$ cat src/spq_pkg.sv
// Shared constants, operation codes and cell control type of the stable priority queue.
package spq_pkg;

    localparam int DEF_CAPACITY      = 64;
    localparam int DEF_PRIORITY_BITS = 16;
    localparam int DEF_PAYLOAD_BITS  = 32;

    localparam int FUNC_BITS = 2;
    localparam logic [FUNC_BITS-1:0] FUNC_PUSH  = 2'd0;
    localparam logic [FUNC_BITS-1:0] FUNC_POP   = 2'd1;
    localparam logic [FUNC_BITS-1:0] FUNC_CLEAR = 2'd2;

    // Control handed from the sequencer to every cell of the chain.
    typedef struct packed {
        logic load;   // push write: the cell whose index equals the count takes the item
        logic shift;  // pop close-up: cells at or above the removed index take their neighbor
        logic desc;   // serve largest key first
    } t_cell_ctl;

endpackage

$ cat src/spq_cell.sv
// One queue slot: entry storage, close-up shift and one stage of the front/back scan wave.
module spq_cell #(
    parameter int CAPACITY      = spq_pkg::DEF_CAPACITY,
    parameter int PRIORITY_BITS = spq_pkg::DEF_PRIORITY_BITS,
    parameter int PAYLOAD_BITS  = spq_pkg::DEF_PAYLOAD_BITS,
    parameter int IDX           = 0
) (
    input  logic                               i_clk,
    input  logic                               i_rst_n,
    input  spq_pkg::t_cell_ctl                 i_ctl,
    input  logic [$clog2(CAPACITY+1)-1:0]      i_count,
    input  logic [$clog2(CAPACITY)-1:0]        i_rm_idx,
    input  logic [PRIORITY_BITS-1:0]           i_push_key,
    input  logic [PAYLOAD_BITS-1:0]            i_push_pay,
    input  logic [PRIORITY_BITS-1:0]           i_nb_key,
    input  logic [PAYLOAD_BITS-1:0]            i_nb_pay,
    output logic [PRIORITY_BITS-1:0]           o_key,
    output logic [PAYLOAD_BITS-1:0]            o_pay,
    // scan wave in
    input  logic                               i_tv,
    input  logic                               i_th,
    input  logic [PRIORITY_BITS-1:0]           i_fk,
    input  logic [PAYLOAD_BITS-1:0]            i_fp,
    input  logic [$clog2(CAPACITY)-1:0]        i_fi,
    input  logic [PRIORITY_BITS-1:0]           i_bk,
    input  logic [PAYLOAD_BITS-1:0]            i_bp,
    // scan wave out
    output logic                               o_tv,
    output logic                               o_th,
    output logic [PRIORITY_BITS-1:0]           o_fk,
    output logic [PAYLOAD_BITS-1:0]            o_fp,
    output logic [$clog2(CAPACITY)-1:0]        o_fi,
    output logic [PRIORITY_BITS-1:0]           o_bk,
    output logic [PAYLOAD_BITS-1:0]            o_bp
);
    import spq_pkg::*;

    localparam int CW = $clog2(CAPACITY + 1);
    localparam int IW = $clog2(CAPACITY);
    localparam logic [CW-1:0] IDX_C = CW'(IDX);
    localparam logic [IW-1:0] IDX_I = IW'(IDX);

    logic [PRIORITY_BITS-1:0] r_key;
    logic [PAYLOAD_BITS-1:0]  r_pay;
    logic                     r_tv;
    logic                     r_th;
    logic [PRIORITY_BITS-1:0] r_fk;
    logic [PAYLOAD_BITS-1:0]  r_fp;
    logic [IW-1:0]            r_fi;
    logic [PRIORITY_BITS-1:0] r_bk;
    logic [PAYLOAD_BITS-1:0]  r_bp;

    logic w_live;
    logic w_f_before;
    logic w_b_before;
    logic w_take_f;
    logic w_take_b;

    always_ff @(posedge i_clk) begin
        if (i_ctl.load && (i_count == IDX_C)) begin
            r_key <= i_push_key;
            r_pay <= i_push_pay;
        end else if (i_ctl.shift && (IDX_I >= i_rm_idx)) begin
            r_key <= i_nb_key;
            r_pay <= i_nb_pay;
        end
    end

    // served-before compare against the best so far; ties keep the earlier slot for
    // the front and move to the later slot for the back
    assign w_live     = IDX_C < i_count;
    assign w_f_before = i_ctl.desc ? (r_key > i_fk) : (r_key < i_fk);
    assign w_b_before = i_ctl.desc ? (r_key > i_bk) : (r_key < i_bk);
    assign w_take_f   = w_live && (!i_th || w_f_before);
    assign w_take_b   = w_live && (!i_th || !w_b_before);

    always_ff @(posedge i_clk) begin
        if (!i_rst_n) begin
            r_tv <= 1'b0;
        end else begin
            r_tv <= i_tv;
        end
    end

    always_ff @(posedge i_clk) begin
        r_th <= i_th | w_live;
        r_fk <= w_take_f ? r_key : i_fk;
        r_fp <= w_take_f ? r_pay : i_fp;
        r_fi <= w_take_f ? IDX_I : i_fi;
        r_bk <= w_take_b ? r_key : i_bk;
        r_bp <= w_take_b ? r_pay : i_bp;
    end

    assign o_key = r_key;
    assign o_pay = r_pay;
    assign o_tv  = r_tv;
    assign o_th  = r_th;
    assign o_fk  = r_fk;
    assign o_fp  = r_fp;
    assign o_fi  = r_fi;
    assign o_bk  = r_bk;
    assign o_bp  = r_bp;

endmodule

$ cat config.mk
export PLATFORM = sky130hd
export DESIGN_NAME = spq_cell
export DESIGN_NICKNAME = d
export VERILOG_FILES = /design/src/spq_pkg.sv /design/src/spq_cell.sv
export SDC_FILE = /design/constraint.sdc
export NUM_CORES = 1
export LEC_CHECK = 0
export BUFFER_PORTS_ARGS = -buffer_cell sky130_fd_sc_hd__buf_2
export CAP_MARGIN = 20
export CORE_AREA = 5 5 141 143
export CTS_CLUSTER_SIZE = 40
export DETAILED_ROUTE_END_ITERATION = 8
export DIE_AREA = 0 0 146 148
export PLACE_DENSITY = 0.65
export SLEW_MARGIN = 20
export SYNTH_ARGS = -nofsm -noshare
export SYNTH_HDL_FRONTEND = slang
export SYNTH_SLANG_ARGS = --single-unit
$ cat constraint.sdc
create_clock -name i_clk -period 10.65 [get_ports i_clk]
set_clock_uncertainty 0.1 [all_clocks]
set_input_delay 0.5325 -clock i_clk [delete_from_list [all_inputs] [get_ports i_clk]]
set_output_delay 0.5325 -clock i_clk [all_outputs]
set_load 0.1 [all_outputs]
==> qor.csv <==
metric,value,unit
status,finished clean,
period utilization,0.344,
crit-path leading delay family,simple AND/OR/NAND/NOR gates,
largest fanout on the critical path,26,
"EDFF count, synth",48,
Initial Util,0.341,
worst stage delay on the critical path,0.60,ns
Final #Nets,1076,
initial antenna violation count,0,
Worst Max-Slew Pin Slew,0.801,ns
All-Layer GR Usage,0.175,
H-tree depth,4,
clock buffer depth,2,
"non-filler cells, final",1072,
post-route antenna net violation count,0,
die width,146,µm
DRC,0,
std cell rows,50,
RR Endpoint,o_bp[31],
area share of the largest cell type after synthesis,0.331,
Critical Path Sink,o_bp[31],
Place WS,6.75,ns
P_leak,4.35,nW
leading area contributor after synthesis,dfxtp_1,
sequential fraction of the synthesis area,0.560,
number of vias per cell,4.56,
Post-synth top flop,dfxtp_1,
Max Cap Violations,0,
Syn Area/Cell,14.0,µm²
Post-Synthesis Cell Area,6290,µm²
vias in the first global route,5134,
first-pass GRT wire length,29.0,mm
Max Slew Vio Count,0,
drt wl/cell,18.2,µm
pin count of the biggest net entering global routing,49,
Num Clock Sinks,152,
area of the core,18500,µm²
DRT Wirelength,19.5,mm
Max Freq,273,MHz
die area,21600,µm²
Hold Buf Count CTS,0,
initial drt markers,127,
"critical path, cell by cell","ha_1, nand4_1, nor4_2, o21ai_1, a311o_1, nand2_2, buf_4, mux2_2",
Worst EP required,10.85,ns
critical path's slowest cell,nand2_2,
P per Cell Area,187,nW/µm²
TNS Setup,0,ns
CTS resizes,0,
clock slew at reported path FFs,0.06,ns
worst r2r path cells,8,
Yosys cell types,36,
Syn Nets,699,
Worst-Skew Late Latency,0.42,ns
RSZ-0062 raised after global routing,no,
hold path cells,2,
# diodes,0,
detailed placement HPWL,15.2,mm
Placed Instances,1041,
Syn. warnings,0,
Worst IR Drop VDD,0.000107,V
HP Class,in -> reg,
Synth async-reset ratio,0,
Setup crit start,o_key[15],
Fill cells,1696,
CTS tree,yes,
setup ws final,6.98,ns
final hold vios,0,
postcts setup bufs,0,
routed via count,4885,
cell count after synthesis,449,
cts bufs inserted,17,
IO Pins,370,
crit path capture type,flip-flop,
die extent in y,148,µm
Port Buffer Count,369,
share of cells above drive strength 1,0.660,
slew margin rel.,0.464,
final setup fails,0,
top post-synthesis cells by area,"dfxtp_1 (33%), edfxtp_1 (23%), mux2_2 (22%)",
"Data arrival, critical path",3.87,ns
RR Startpoint,o_key[15],
1st-pass router iterations,4,
gr ovfl total,0,
Crit Path Class,reg -> reg,
WP buf/inv,1,
root buf cell,clkbuf_16,
Area growth syn-to-layout,43.7,%
Crit. path cell count,8,
post-synthesis register bit count,152,
crit path time final,3.67,ns
R2R Setup Slk,6.98,ns
CP Launch Type,flip-flop,
GP Congestion,0.787,
-- Yosys cell counts (2+ instances only) --
| cell | instances |
|---|---|
| mux2_2 | 121 |
| dfxtp_1 | 104 |
| edfxtp_1 | 48 |
| inv_1 | 33 |
| ha_1 | 32 |
| mux2_4 | 20 |
| a21oi_1 | 16 |
| nand2_1 | 12 |
| nand4_1 | 7 |
| nor2b_1 | 7 |
| buf_2 | 5 |
| o21ai_0 | 5 |
| buf_4 | 4 |
| buf_6 | 4 |
| clkbuf_1 | 3 |
| mux2_1 | 3 |
| nand2b_1 | 3 |
| nor2_1 | 3 |
| a21o_1 | 2 |
-- layout by cell type (no fill, tap or decap), drive strengths merged, types with 2 or more instances in the layout --
| master | instances |
|---|---|
| buf | 374 |
| mux2 | 144 |
| dfxtp | 104 |
| edfxtp | 48 |
| inv | 38 |
| ha | 32 |
| clkbuf | 19 |
| a21oi | 16 |
| nand2 | 12 |
| nand4 | 7 |
| nor2b | 7 |
| o21ai | 6 |
| bufinv | 5 |
| nand2b | 3 |
| nor2 | 3 |
| nor4 | 3 |
| a21o | 2 |
-- where the power goes --
| group | leakage [nW] | switching (mW) | internal, mW |
|---|---|---|---|
| registers | 1.31 | 0.00799 | 0.627 |
| clock network | 0.321 | 0.249 | 0.433 |
| logic | 2.73 | 0.281 | 0.0967 |
| total | 4.35 | 0.538 | 1.16 |
-- worst min path at each step --
stage	start	end	slack [ns]
4_1_cts	i_fi[4]	o_fi[4]	0.20
6_report	i_fi[4]	o_fi[4]	0.23
5_1_grt	i_tv	o_tv	0.20
2_1_floorplan	i_th	o_th	0.53
3_3_place_gp	o_pay[13]	o_bp[13]	0.41
3_5_place_dp	o_pay[0]	o_bp[0]	0.42
-- area by class of cell --
| cell class | instances | area (µm²) | share of cell area |
|---|---|---|---|
| Sequential cell | 152 | 3520 | 0.390 |
| Multi-Input combinational cell | 248 | 2550 | 0.282 |
| Timing Repair Buffer | 374 | 1880 | 0.208 |
| Clock buffer | 19 | 454 | 0.0502 |
| Tap cell | 234 | 293 | 0.0324 |
| Clock inverter | 12 | 210 | 0.0232 |
| Inverter | 33 | 124 | 0.0137 |
-- metrics by stage --
stage | total power, mW | util | instance area (µm²) | hold slack (ns)
floorplan | 0.940 | - | 6290 | 0.534
global placement | 1.02 | 0.454 | 8380 | 0.408
detailed placement | 1.03 | 0.454 | 8380 | 0.417
CTS | 1.72 | 0.490 | 9040 | 0.197
global route | 1.76 | 0.490 | 9040 | 0.199
finish | 1.69 | 0.490 | 9040 | 0.227
-- flip-flops by register name (all words and copies together) (netlist names) --
name / count
o_key: 16
o_pay: 32
o_th: 1
o_bp: 32
o_fp: 32
o_fk: 16
o_fi: 6
o_bk: 16
o_tv: 1
-- worst reg2reg max path, stage by stage, from the launching register on --
cell	delay (ns)
edfxtp_1	0.48
ha_1	0.36
nand4_1	0.17
nor4_2	0.42
o21ai_1	0.15
a311o_1	0.35
nand2_2	0.60
buf_4	0.53
mux2_2	0.39
-- layer usage --
layer	GRT usage	wire length [µm]
met1	0.200	7690
met3	0.0665	1610
met2	0.306	9880
met4	0.0532	299
met5	0	0
-- cell families after synthesis --
logic type / Yosys count / synth area share
fa+ha+maj: 32 / 0.0636
simple gates: 41 / 0.0400
mux: 144 / 0.270
buf+inv: 49 / 0.0374
compound gates: 31 / 0.0296
flops: 152 / 0.560
(Power assumes the default switching activity.)
